==> src/rtl/core/sha1sh_pkg.sv <==
`timescale 1ns / 1ps

package sha1sh_pkg;

   localparam int WordW      = 32;
   localparam int ChainWords = 5;
   localparam int SchedWords = 16;
   localparam int CountW     = 61;
   localparam int RoundW     = 7;
   localparam int PosW       = 6;
   localparam int LenW       = 64;

   typedef logic [WordW-1:0] word_type;
   typedef logic [ChainWords-1:0][WordW-1:0] chain_type;

   localparam word_type InitChain [ChainWords] = '{
      32'h67452301, 32'hEFCDAB89, 32'h98BADCFE, 32'h10325476, 32'hC3D2E1F0
   };

   localparam word_type RoundK [4] = '{
      32'h5A827999, 32'h6ED9EBA1, 32'h8F1BBCDC, 32'hCA62C1D6
   };

   localparam logic [7:0]        PadByte     = 8'h80;
   localparam logic [PosW-1:0]   LastPos     = 6'd63;
   localparam logic [PosW-1:0]   LenStartPos = 6'd56;
   localparam logic [RoundW-1:0] LastRound   = 7'd79;
   localparam logic [RoundW-1:0] Phase1Start = 7'd20;
   localparam logic [RoundW-1:0] Phase2Start = 7'd40;
   localparam logic [RoundW-1:0] Phase3Start = 7'd60;

   localparam logic [1:0] PhaseChoose = 2'd0;
   localparam logic [1:0] PhaseParity = 2'd1;
   localparam logic [1:0] PhaseMajor  = 2'd2;
   localparam logic [1:0] PhaseLast   = 2'd3;

   typedef enum logic [2:0] {
      ST_IDLE,
      ST_ROUND,
      ST_ADD,
      ST_PAD,
      ST_LEN,
      ST_DONE
   } state_type;

   // Control from the sequencer to the schedule window and the round unit.
   typedef struct packed {
      logic            byte_wr;
      logic [PosW-1:0] byte_pos;
      logic [7:0]      byte_val;
      logic            len_wr;
      logic [LenW-1:0] len_bits;
      logic            shift;
      logic            clear;
      logic            load;
      logic            step;
      logic [1:0]      phase;
      logic            add;
      logic            init;
   } ctl_type;

   function automatic word_type rotl(input word_type x, input int unsigned n);
      return (x << n) | (x >> (WordW - n));
   endfunction

   function automatic word_type round_f(input logic [1:0] phase, input word_type b,
                                        input word_type c, input word_type d);
      word_type f;
      case (phase)
         PhaseChoose: f = d ^ (b & (c ^ d));
         PhaseMajor:  f = (b & c) | (d & (b | c));
         default:     f = b ^ c ^ d;
      endcase
      return f;
   endfunction

endpackage

==> src/rtl/core/sha1sh_req_if.sv <==
`timescale 1ns / 1ps

interface sha1sh_req_if;
   logic       valid;
   logic       ready;
   logic       byte_present;
   logic [7:0] msg_byte;
   logic       end_of_message;

   modport source (output valid, output byte_present, output msg_byte,
                   output end_of_message, input ready);
   modport sink   (input valid, input byte_present, input msg_byte,
                   input end_of_message, output ready);
endinterface

==> src/rtl/core/sha1sh_rsp_if.sv <==
`timescale 1ns / 1ps

interface sha1sh_rsp_if;
   logic        valid;
   logic        ready;
   logic [31:0] digest_word_0;
   logic [31:0] digest_word_1;
   logic [31:0] digest_word_2;
   logic [31:0] digest_word_3;
   logic [31:0] digest_word_4;

   modport source (output valid, output digest_word_0, output digest_word_1,
                   output digest_word_2, output digest_word_3, output digest_word_4,
                   input ready);
   modport sink   (input valid, input digest_word_0, input digest_word_1,
                   input digest_word_2, input digest_word_3, input digest_word_4,
                   output ready);
endinterface

==> src/rtl/core/sha1sh_sched.sv <==
`timescale 1ns / 1ps

// Sixteen-word message window: packs bytes, takes the padding and length,
// and slides one word per round while expanding the schedule.
module sha1sh_sched (
   input  logic                clock,
   input  logic                reset,
   input  sha1sh_pkg::ctl_type ctl,
   output sha1sh_pkg::word_type w_cur
);

   sha1sh_pkg::word_type win_ff [sha1sh_pkg::SchedWords];
   sha1sh_pkg::word_type win_in [sha1sh_pkg::SchedWords];
   logic [4:0] lane_shift;

   assign lane_shift = {~ctl.byte_pos[1:0], 3'b000};

   always_comb begin
      for (int i = 0; i < sha1sh_pkg::SchedWords; i++) begin
         win_in[i] = win_ff[i];
      end
      if (ctl.clear) begin
         for (int i = 0; i < sha1sh_pkg::SchedWords; i++) begin
            win_in[i] = '0;
         end
      end else begin
         if (ctl.shift) begin
            for (int i = 0; i < sha1sh_pkg::SchedWords - 1; i++) begin
               win_in[i] = win_ff[i+1];
            end
            win_in[sha1sh_pkg::SchedWords-1] =
               sha1sh_pkg::rotl(win_ff[13] ^ win_ff[8] ^ win_ff[2] ^ win_ff[0], 1);
         end
         if (ctl.byte_wr) begin
            win_in[ctl.byte_pos[5:2]][lane_shift +: 8] = ctl.byte_val;
         end
         if (ctl.len_wr) begin
            win_in[14] = ctl.len_bits[63:32];
            win_in[15] = ctl.len_bits[31:0];
         end
      end
   end

   always_ff @(posedge clock) begin
      for (int i = 0; i < sha1sh_pkg::SchedWords; i++) begin
         if (reset) begin
            win_ff[i] <= '0;
         end else begin
            win_ff[i] <= win_in[i];
         end
      end
   end

   assign w_cur = win_ff[0];

endmodule

==> src/rtl/core/sha1sh_round.sv <==
`timescale 1ns / 1ps

// Shared round unit: one SHA-1 round per step, plus the chaining registers.
module sha1sh_round (
   input  logic                  clock,
   input  logic                  reset,
   input  sha1sh_pkg::ctl_type   ctl,
   input  sha1sh_pkg::word_type  w_cur,
   output sha1sh_pkg::chain_type chain_value
);

   sha1sh_pkg::chain_type chain_ff, chain_in;
   sha1sh_pkg::chain_type work_ff, work_in;
   sha1sh_pkg::word_type  temp;

   assign temp = sha1sh_pkg::rotl(work_ff[0], 5)
               + sha1sh_pkg::round_f(ctl.phase, work_ff[1], work_ff[2], work_ff[3])
               + work_ff[4] + sha1sh_pkg::RoundK[ctl.phase] + w_cur;

   always_comb begin
      work_in  = work_ff;
      chain_in = chain_ff;
      if (ctl.load) begin
         work_in = chain_ff;
      end else if (ctl.step) begin
         work_in[4] = work_ff[3];
         work_in[3] = work_ff[2];
         work_in[2] = sha1sh_pkg::rotl(work_ff[1], 30);
         work_in[1] = work_ff[0];
         work_in[0] = temp;
      end
      if (ctl.init) begin
         for (int i = 0; i < sha1sh_pkg::ChainWords; i++) begin
            chain_in[i] = sha1sh_pkg::InitChain[i];
         end
      end else if (ctl.add) begin
         for (int i = 0; i < sha1sh_pkg::ChainWords; i++) begin
            chain_in[i] = chain_ff[i] + work_ff[i];
         end
      end
   end

   always_ff @(posedge clock) begin
      work_ff <= work_in;
      if (reset) begin
         for (int i = 0; i < sha1sh_pkg::ChainWords; i++) begin
            chain_ff[i] <= sha1sh_pkg::InitChain[i];
         end
      end else begin
         chain_ff <= chain_in;
      end
   end

   assign chain_value = chain_ff;

endmodule

==> src/rtl/core/sha1_stream_hasher_unit.sv <==
// SHA-1 over a byte stream, one byte word per handshake; one word in flight at a time.
// A plain byte is stored at once; the 64th byte of a block holds off req while the 80 rounds
// run in the shared round unit and the chain add follows. An end word goes on through padding,
// rounds and chain add to its digest word, with a length block as well if the padding spills.
// Throughput is bound by the single round unit: 80 rounds per 64-byte block.
// Reset (synchronous, active high) loads the initial chain and clears the count and window.
`timescale 1ns / 1ps

module sha1_stream_hasher_unit (
   input logic          clock,
   input logic          reset,
   sha1sh_req_if.sink   req,
   sha1sh_rsp_if.source rsp
);

   // Sequencer state. The follow register tells where to go once a block's
   // chain add is done: back to idle, on to padding, to the length block,
   // or to digest output.
   sha1sh_pkg::state_type state_ff, state_in;
   sha1sh_pkg::state_type follow_ff, follow_in;

   logic [sha1sh_pkg::RoundW-1:0] round_ff, round_in;
   logic [sha1sh_pkg::CountW-1:0] count_ff, count_in;
   logic [sha1sh_pkg::PosW-1:0]   pos;

   logic                  rsp_valid_ff, rsp_valid_in;
   sha1sh_pkg::chain_type digest_ff, digest_in;

   sha1sh_pkg::ctl_type   ctl;
   sha1sh_pkg::word_type  w_cur;
   sha1sh_pkg::chain_type chain_value;

   // The fill position within the current block is the low part of the byte count.
   assign pos = count_ff[sha1sh_pkg::PosW-1:0];

   always_comb begin
      state_in     = state_ff;
      follow_in    = follow_ff;
      round_in     = round_ff;
      count_in     = count_ff;
      digest_in    = digest_ff;
      rsp_valid_in = rsp_valid_ff && !rsp.ready;
      req.ready    = 1'b0;

      ctl          = '0;
      ctl.byte_pos = pos;
      ctl.len_bits = {count_ff, 3'b000};

      // Round function selection follows the round index in four groups of twenty.
      if (round_ff < sha1sh_pkg::Phase1Start) begin
         ctl.phase = sha1sh_pkg::PhaseChoose;
      end else if (round_ff < sha1sh_pkg::Phase2Start) begin
         ctl.phase = sha1sh_pkg::PhaseParity;
      end else if (round_ff < sha1sh_pkg::Phase3Start) begin
         ctl.phase = sha1sh_pkg::PhaseMajor;
      end else begin
         ctl.phase = sha1sh_pkg::PhaseLast;
      end

      case (state_ff)
         sha1sh_pkg::ST_IDLE: begin
            // Ready is high throughout idle, so a valid word is taken at once.
            req.ready = 1'b1;
            if (req.valid) begin
               if (req.byte_present) begin
                  // Store the byte in its big-endian lane; a full block starts
                  // the rounds right away.
                  ctl.byte_wr  = 1'b1;
                  ctl.byte_val = req.msg_byte;
                  count_in     = count_ff + 1'b1;
                  if (pos == sha1sh_pkg::LastPos) begin
                     ctl.load  = 1'b1;
                     state_in  = sha1sh_pkg::ST_ROUND;
                     follow_in = req.end_of_message ? sha1sh_pkg::ST_PAD
                                                    : sha1sh_pkg::ST_IDLE;
                  end else if (req.end_of_message) begin
                     state_in = sha1sh_pkg::ST_PAD;
                  end
               end else if (req.end_of_message) begin
                  state_in = sha1sh_pkg::ST_PAD;
               end
            end
         end
         sha1sh_pkg::ST_ROUND: begin
            ctl.step  = 1'b1;
            ctl.shift = 1'b1;
            round_in  = round_ff + 1'b1;
            if (round_ff == sha1sh_pkg::LastRound) begin
               round_in = '0;
               state_in = sha1sh_pkg::ST_ADD;
            end
         end
         sha1sh_pkg::ST_ADD: begin
            // Fold the working variables into the chain and empty the window
            // so that zero fill of the next block comes for free.
            ctl.add   = 1'b1;
            ctl.clear = 1'b1;
            state_in  = follow_ff;
         end
         sha1sh_pkg::ST_PAD: begin
            // The 0x80 marker goes at the fill position. If the length still
            // fits behind it, it is written in the same cycle.
            ctl.byte_wr  = 1'b1;
            ctl.byte_val = sha1sh_pkg::PadByte;
            ctl.load     = 1'b1;
            state_in     = sha1sh_pkg::ST_ROUND;
            if (pos >= sha1sh_pkg::LenStartPos) begin
               follow_in = sha1sh_pkg::ST_LEN;
            end else begin
               ctl.len_wr = 1'b1;
               follow_in  = sha1sh_pkg::ST_DONE;
            end
         end
         sha1sh_pkg::ST_LEN: begin
            ctl.len_wr = 1'b1;
            ctl.load   = 1'b1;
            state_in   = sha1sh_pkg::ST_ROUND;
            follow_in  = sha1sh_pkg::ST_DONE;
         end
         sha1sh_pkg::ST_DONE: begin
            // Wait for the output register to free up, then hand over the
            // digest and start afresh for the next message.
            if (!rsp_valid_ff || rsp.ready) begin
               digest_in    = chain_value;
               rsp_valid_in = 1'b1;
               ctl.init     = 1'b1;
               count_in     = '0;
               state_in     = sha1sh_pkg::ST_IDLE;
            end
         end
         default: begin
            state_in = sha1sh_pkg::ST_IDLE;
         end
      endcase
   end

   always_ff @(posedge clock) begin
      digest_ff <= digest_in;
      follow_ff <= follow_in;
      if (reset) begin
         state_ff     <= sha1sh_pkg::ST_IDLE;
         round_ff     <= '0;
         count_ff     <= '0;
         rsp_valid_ff <= 1'b0;
      end else begin
         state_ff     <= state_in;
         round_ff     <= round_in;
         count_ff     <= count_in;
         rsp_valid_ff <= rsp_valid_in;
      end
   end

   sha1sh_sched u_sched (
      .clock (clock),
      .reset (reset),
      .ctl   (ctl),
      .w_cur (w_cur)
   );

   sha1sh_round u_round (
      .clock       (clock),
      .reset       (reset),
      .ctl         (ctl),
      .w_cur       (w_cur),
      .chain_value (chain_value)
   );

   assign rsp.valid         = rsp_valid_ff;
   assign rsp.digest_word_0 = digest_ff[0];
   assign rsp.digest_word_1 = digest_ff[1];
   assign rsp.digest_word_2 = digest_ff[2];
   assign rsp.digest_word_3 = digest_ff[3];
   assign rsp.digest_word_4 = digest_ff[4];

endmodule
==> src/flat_wrapper.sv <==
// flat-port wrapper written by rule: the top's interface ports become plain ports
module sha1_stream_hasher_unit_flat 
  (clock, reset, req_valid, req_byte_present, req_msg_byte, req_end_of_message, req_ready, rsp_valid, rsp_digest_word_0, rsp_digest_word_1, rsp_digest_word_2, rsp_digest_word_3, rsp_digest_word_4, rsp_ready);
  sha1sh_req_if req_i ();
  sha1sh_rsp_if rsp_i ();
  input logic clock;
  input logic reset;
  input wire logic [$bits(req_i.valid)-1:0] req_valid;
  input wire logic [$bits(req_i.byte_present)-1:0] req_byte_present;
  input wire logic [$bits(req_i.msg_byte)-1:0] req_msg_byte;
  input wire logic [$bits(req_i.end_of_message)-1:0] req_end_of_message;
  output wire logic [$bits(req_i.ready)-1:0] req_ready;
  output wire logic [$bits(rsp_i.valid)-1:0] rsp_valid;
  output wire logic [$bits(rsp_i.digest_word_0)-1:0] rsp_digest_word_0;
  output wire logic [$bits(rsp_i.digest_word_1)-1:0] rsp_digest_word_1;
  output wire logic [$bits(rsp_i.digest_word_2)-1:0] rsp_digest_word_2;
  output wire logic [$bits(rsp_i.digest_word_3)-1:0] rsp_digest_word_3;
  output wire logic [$bits(rsp_i.digest_word_4)-1:0] rsp_digest_word_4;
  input wire logic [$bits(rsp_i.ready)-1:0] rsp_ready;
  assign req_i.valid = req_valid;
  assign req_i.byte_present = req_byte_present;
  assign req_i.msg_byte = req_msg_byte;
  assign req_i.end_of_message = req_end_of_message;
  assign req_ready = req_i.ready;
  assign rsp_valid = rsp_i.valid;
  assign rsp_digest_word_0 = rsp_i.digest_word_0;
  assign rsp_digest_word_1 = rsp_i.digest_word_1;
  assign rsp_digest_word_2 = rsp_i.digest_word_2;
  assign rsp_digest_word_3 = rsp_i.digest_word_3;
  assign rsp_digest_word_4 = rsp_i.digest_word_4;
  assign rsp_i.ready = rsp_ready;
  sha1_stream_hasher_unit u_core (.clock(clock), .reset(reset), .req(req_i), .rsp(rsp_i));
endmodule
==> config.mk <==
export PLATFORM = sky130hd
export DESIGN_NAME = sha1_stream_hasher_unit_flat
export DESIGN_NICKNAME = d
export VERILOG_FILES = /design/src/rtl/core/sha1sh_pkg.sv /design/src/rtl/core/sha1sh_req_if.sv /design/src/rtl/core/sha1sh_rsp_if.sv /design/src/rtl/core/sha1sh_sched.sv /design/src/rtl/core/sha1sh_round.sv /design/src/rtl/core/sha1_stream_hasher_unit.sv /design/src/flat_wrapper.sv
export SDC_FILE = /design/constraint.sdc
export NUM_CORES = 2
export LEC_CHECK = 0
export BUFFER_PORTS_ARGS = -buffer_cell sky130_fd_sc_hd__clkbuf_2
export CORE_ASPECT_RATIO = 1.75
export CORE_MARGIN = 2
export CORE_UTILIZATION = 25
export DETAILED_ROUTE_END_ITERATION = 8
export PLACE_DENSITY = 0.4
export SYNTH_ARGS = -nofsm -noshare
export SYNTH_HDL_FRONTEND = slang
export SYNTH_SLANG_ARGS = --single-unit
==> constraint.sdc <==
create_clock -name clock -period 9.95 [get_ports clock]
set_input_delay 0.995 -clock clock [delete_from_list [all_inputs] [get_ports clock]]
set_output_delay 0.995 -clock clock [all_outputs]
set_load 0.02 [all_outputs]
After elaboration in Yosys (flattened, before gate mapping)
Memories as Yosys holds them, arrays and structs flattened.
Index checks and enable logic that the tools add are counted.

operators by class
  order comparisons = 7
  divide/modulo/power cells = 0
  shifts and indexed selects = 2
  multiply operators = 0
  equal/unequal tests = 13
  reductions and logical operators = 16
  bitwise logic cells = 34
  $add $sub $neg = 12
  muxes and demuxes = 73

operators by type and width
  kind                                                   count
  two-way mux 512 bit                                    4
  two-way mux 32 bit                                     19
  bitwise mux 512 bit                                    1
  two-way mux 160 bit                                    2
  adder 32 bit                                           9
  bitwise XOR 32 bit                                     7
  two-way mux 61 bit                                     3
  demux 32 bit (select 4 bit)                            1
  case mux 61 bit (2 select lines)                       1
  AND 32 bit                                             3
  binary-select mux 32 bit (select 2 bit)                1
  two-way mux 64 bit                                     1
  OR 32 bit                                              2
  case mux 32 bit (2 select lines)                       1
  adder 61 x 1 -> 61 bit (second input constant)         1
  OR 32 x 1 -> 32 bit                                    1
  OR 32 x 30 -> 32 bit                                   1
  OR 32 x 5 -> 32 bit                                    1
  variable shift 8 x 7 -> 32 bit (first input constant)  1
  variable part select 8 x 7 -> 32 bit                   1
  two-way mux 3 bit                                      9
  two-way mux 1 bit                                      18
  two-way mux 8 bit                                      2
  OR 1 bit                                               16
  other kinds (36)                                       51

storage, ports and cells
  output and inout bits = 162
  bits in latches = 0
  memories kept = 1
  ROM bits = 0
  memory bits (writable) = 512
  flip-flop bits (word level) = 555
  bits of input ports = 14

memory list
  memory                 depth  width  rd ports  clocked after Yosys merged registers in  write ports  RTL line            RTL
  u_core.u_sched.win_ff  16     32     16        0                                        16           sha1sh_sched.sv:12  sha1sh_pkg::word_type win_ff [sha1sh_pkg::SchedWords];

Logic depth before layout (Yosys ltp)
  depth after elaboration = 12
  mapped depth = 26

By module
From an unflattened synthesis, not the netlist that was laid out.

second synthesis, totals
  cells, all modules = 6356
  area total of the unflattened synthesis = 60255.3 um2

by module, submodules not included
  module                   instances  cells each  area an instance (um2)
  sha1sh_round             1          2978        25902.3
  sha1sh_sched             1          2746        25714.7
  sha1_stream_hasher_unit  1          632         8638.3

Worst setup path before layout
No wires, ideal clock.

  kind = input-to-reg
  start point = in rsp_ready
  end point = reg u_core.u_round.chain_ff (netlist bit u_core.u_round.chain_value[57])
  path slack = 0.506 ns
  arrival = 9.357 ns
  library setup time = 0.087 ns
  stages = 8
  required time = 9.863 ns
  path through = nor2b_1 > nor2_1 > or2_2 > clkbuf_1 > clkbuf_1 > clkbuf_1 > a21oi_1 > o31ai_1

RTL lines
  element                        RTL line            RTL
  start, declared                flat_wrapper.sv:19  input wire logic [$bits(rsp_i.ready)-1:0] rsp_ready;
  end signal, assigned by index  sha1sh_round.sv:47  chain_ff[i] <= sha1sh_pkg::InitChain[i];
  end signal, assigned           sha1sh_round.sv:50  chain_ff <= chain_in;
  end, declared                  sha1sh_round.sv:12  sha1sh_pkg::chain_type chain_ff, chain_in;

==> impl_metrics.toml <==
[run_status]
status = "finished, violations left"
violations_in_the_final_reports = "capacitance limit, slew limit"

[clocking]
max-clock-path-buffers = 3
cts-resized-gates = 0
tritoncts = "built"
clkTransAtPathRegs_ns = 0.07
clk-insertion-delay-late_ns = 0.76
post_cts_buffers = 0
htreeDepth = 3
cts-hold-fix-buffers = 0
cts_inserted_buffers = 110
clock_sinks = 1067
cts-root-buf = "sky130_fd_sc_hd__clkbuf_16"

[worst_setup_path]
critPathMaxStageDelay_ns = 0.57
critical_path.endpoint = "u_core.u_round.work_ff[31]"
worst_ep_arrival_time_ns = 7.69
startpoint = "u_core.round_ff[5]"
critical_path.cell_chain = "o21ai_0 -> a221o_1 -> or2_4 -> o31ai_1 -> fa_1 -> fa_1 -> inv_1 -> fa_1 -> ha_1 -> nor2b_1 -> o21a_1 -> o21ai_1 -> a211oi_1 -> o211ai_1 -> or4b_1 -> a2111o_1 -> a31oi_1 -> xnor2_1 -> o21ai_1"
setup.worst_path.end_class = "flop"
worstReg2RegStart = "u_core.round_ff[5]"
critPathRequiredTime_ns = 10.42
critical_path.reg2reg.endpoint = "u_core.u_round.work_ff[31]"
r2r_slack_ns = 2.73
reg2reg_depth = 19
critical_path_peak_fanout = 47
path_delay_family = "compound AO/OA/AOI/OAI gates"
crit_path_top_delay_cell = "sky130_fd_sc_hd__o211ai_1"
crit_path_frequent_cell = "sky130_fd_sc_hd__fa_1"
timing.critical_path.depth = 19
criticalPathCategory = "flop to flop"
worstSetupStartpointType = "flop"
worst-path-buf-inv = 1

[power_and_ir_drop]
leakage_power_of_the_design_nw = 26.0
cell_internal_pwr_mw = 12.0
sequentialPowerShare_pct = 28.8
total_power_mw = 21.4
pwr-share-clk_pct = 20.7
p_per_area_nw_per_um2 = 325
comb_power_share_pct = 50.6
power.switching_mw = 9.41
ir_drop_mv = 0.162
sw_frac_of_total_pct = 44.0

[min_path]
hp-class = "flop to flop"

[logic_synthesis]
synth_seq_cells = 1067
synthFlopType = "sky130_fd_sc_hd__dfxtp_1"
post_synth_num_cell_types = 86
yosys.area_share.simple_pct = 22.9
synth_top_family_by_area = "simple AND/OR/NAND/NOR gates"
ys_top_cells_by_count = "sky130_fd_sc_hd__nand2_1, sky130_fd_sc_hd__dfxtp_1, sky130_fd_sc_hd__nor2_1, sky130_fd_sc_hd__o21ai_0, sky130_fd_sc_hd__nand3_1"
synth_top_cell_area_share_pct = 25.5
yosys.area_share.adder_pct = 8.79
synth_seq_area_share_pct = 42.1
count_of_flip_flops_with_a_built_in_enable_after_synthesis = 323
syn-num-nets = 7549
synth_cells = 7181
synth_xor_xnor_area_share_pct = 4.37
ys_warnings = 0
netlist.top_cell.by_area = "sky130_fd_sc_hd__dfxtp_1"
synth_area_leaders = "sky130_fd_sc_hd__dfxtp_1, sky130_fd_sc_hd__edfxtp_1, sky130_fd_sc_hd__nand2_1"
mappedNetlistArea_sq_um = 58300
synth.avg_cell_area_sq_um = 8.13
synth.mux.area_fraction_pct = 0.800
yosys.cell_count.top_type = "sky130_fd_sc_hd__nand2_1"
synth_compound_area_share_pct = 15.9
synthArstFlopShare_pct = 0

[cells_and_area]
post_route_cells_drive_above_1_share_pct = 7.32
nets = 7454
sequential_cell_area_sq_um = 24600
multiInputGateArea_sq_um = 30900
cell_count_final_fillers_out = 10300
area.growth.synth_to_final_pct = 12.8
filler_cell_count = 24900

[placed_design]
hpwl_mm = 154
dp_worst_slack_ns = 2.64
portBuffers = 175
routabilityCongestion = 0.909
place_inst = 10000

[sta]
fin_crit_ns = 7.22
clock-skew-final_ns = 0.0291
min_setup_slack_post_route_ns = 2.73
setup_viol = 0
fmax_mhz = 139
finalHoldViolations = 0
max-slew-margin-rel_pct = -16.7
finalSetupTns_ns = 0
worst_pin_slew_ns = 1.74
rsz_0062_raised_after_global_routing = "false"
crit_share_post_route_pct = 72.5
final_max_slew_viol_count = 12

[global_routing]
grt_pass1_vias = 48500
antenna_found_initial = 6
grt_max_degree = 198
grt-ovfl-total = 0
wire_length_of_the_first_global_routing_pass_mm = 316
grt_util_all_layers_pct = 17.5

[floorplan]
floorplan.die_area_sq_um = 237000
die_height_um = 643
initial_core_util_pct = 25.1
die_x_um = 369
std_cell_rows = 234
floorplan.core_area_sq_um = 232000
num_io_pins = 176

[drt]
dr.pass1.iters = 5
routed_wl_mm = 213
antenna_left = 0
detail_route.drc_violations = 0
detail_route.vias_per_cell = 4.82
num_vias = 49500
drt_iter0_drc = 3570
routed_wire_length_per_instance_um = 20.7

[job]
drv.max_cap_violation_count = 1
-- power by group through the flow --
stage / Combinational, mW / Clock, mW / Sequential, mW
5_1_grt: 12.1 / 4.70 / 6.23
3_3_place_gp: 10.8 / 0 / 6.25
3_5_place_dp: 10.8 / 0 / 6.26
6_report: 10.8 / 4.42 / 6.15
2_1_floorplan: 7.96 / 0 / 5.94
4_1_cts: 10.9 / 4.59 / 6.16
-- cells in the final DEF (no fill, tap or decap), types with 41 or more instances in the layout --
master and n:
sky130_fd_sc_hd__o211ai_1 138, sky130_fd_sc_hd__buf_4 69, sky130_fd_sc_hd__nor3_1 47, sky130_fd_sc_hd__xnor2_1 181, sky130_fd_sc_hd__and2_1 48, sky130_fd_sc_hd__xor2_1 110, sky130_fd_sc_hd__ha_1 261, sky130_fd_sc_hd__o21ai_0 667
sky130_fd_sc_hd__a21oi_1 285, sky130_fd_sc_hd__a211oi_1 76, sky130_fd_sc_hd__nor2b_1 58, sky130_fd_sc_hd__a21o_1 77, sky130_fd_sc_hd__inv_1 336, sky130_fd_sc_hd__nand2b_1 41, sky130_fd_sc_hd__nand3_1 573, sky130_fd_sc_hd__dfxtp_1 744
sky130_fd_sc_hd__fa_1 93, sky130_fd_sc_hd__nand2_1 1443, sky130_fd_sc_hd__clkbuf_16 110, sky130_fd_sc_hd__a31oi_1 51, sky130_fd_sc_hd__edfxtp_1 323, sky130_fd_sc_hd__nor2_1 708, sky130_fd_sc_hd__clkbuf_2 175
-- cells by family (layout without fill, tap and decap cells) --
family,after synthesis,count (layout)
simple gates,3103,3103
compound gates,1531,1531
flops,1067,1067
buf+inv,793,793
fa+ha+maj,354,354
xor+xnor,291,291
mux,42,42
other cells,0,13
-- worst register-to-register path, stage by stage (launching register included) --
cell and delay (ns):
sky130_fd_sc_hd__dfxtp_1 0.56, sky130_fd_sc_hd__o21ai_0 0.20, sky130_fd_sc_hd__a221o_1 0.55, sky130_fd_sc_hd__or2_4 0.52, sky130_fd_sc_hd__o31ai_1 0.46, sky130_fd_sc_hd__fa_1 0.51
sky130_fd_sc_hd__fa_1 0.52, sky130_fd_sc_hd__inv_1 0.06, sky130_fd_sc_hd__fa_1 0.46, sky130_fd_sc_hd__ha_1 0.34, sky130_fd_sc_hd__nor2b_1 0.15, sky130_fd_sc_hd__o21a_1 0.18
sky130_fd_sc_hd__o21ai_1 0.25, sky130_fd_sc_hd__a211oi_1 0.22, sky130_fd_sc_hd__o211ai_1 0.57, sky130_fd_sc_hd__or4b_1 0.57, sky130_fd_sc_hd__a2111o_1 0.41, sky130_fd_sc_hd__a31oi_1 0.20
sky130_fd_sc_hd__xnor2_1 0.15, sky130_fd_sc_hd__o21ai_1 0.08
-- sequential cells by signal (all words and copies together), names as in the netlist --
register / cells
u_core.u_sched.win_ff: 512
u_core.u_round.chain_value: 160
u_core.u_round.work_ff: 160
u_core.count_ff: 61
u_core.rsp.digest_word_0: 32
u_core.rsp.digest_word_1: 32
u_core.rsp.digest_word_2: 32
u_core.rsp.digest_word_3: 32
u_core.rsp.digest_word_4: 32
u_core.round_ff: 7
u_core.follow_ff: 3
u_core.state_ff: 3
u_core.rsp.valid: 1
-- routing by layer --
metal  global-route usage (%)  up-vias  share of wire, %
met2                     33.5      887                54
li1                         -    24400                 -
met1                     19.3    24000                39
met5                        0        -            0.0061
met4                     7.72        2               4.8
met3                     1.52      283               2.5
-- layout make-up --
| cell class | count | share of cell area (%) |
|---|---|---|
| sequential | 1067 | 37.4 |
| antenna | 13 | 0.0494 |
| clock buffer | 144 | 4.62 |
| inverter | 338 | 1.93 |
| timing repair buffer | 248 | 2.24 |
| tap | 3068 | 5.83 |
| clock inverter | 63 | 1.02 |
| multi-input combinational | 5321 | 46.9 |
-- how the worst min path moves through the flow --
stage,startpoint,to,slack [ns],cells past startpoint
after detailed placement,u_core.round_ff[1],u_core.round_ff[1],0.46,2
final,u_core.round_ff[1],u_core.round_ff[1],0.47,2
after global placement,u_core.follow_ff[2],u_core.state_ff[2],0.46,2
after global routing,u_core.count_ff[33],u_core.u_sched.win_ff[1][196],0.50,2
after CTS,req_end_of_message,u_core.state_ff[1],0.47,3
after floorplan,u_core.u_round.chain_value[159],u_core.rsp.digest_word_4[31],0.43,0
-- through the flow --
stage          util, %  cell area (sq um)  hold slack, ns
2_1_floorplan        -              58300           0.434
3_3_place_gp      26.7              62100           0.459
3_5_place_dp      26.7              62100           0.465
4_1_cts           28.3              65800           0.474
5_1_grt           28.3              65800           0.497
6_report          28.3              65800           0.473
No activity file was read; power rests on OpenSTA's default activity.
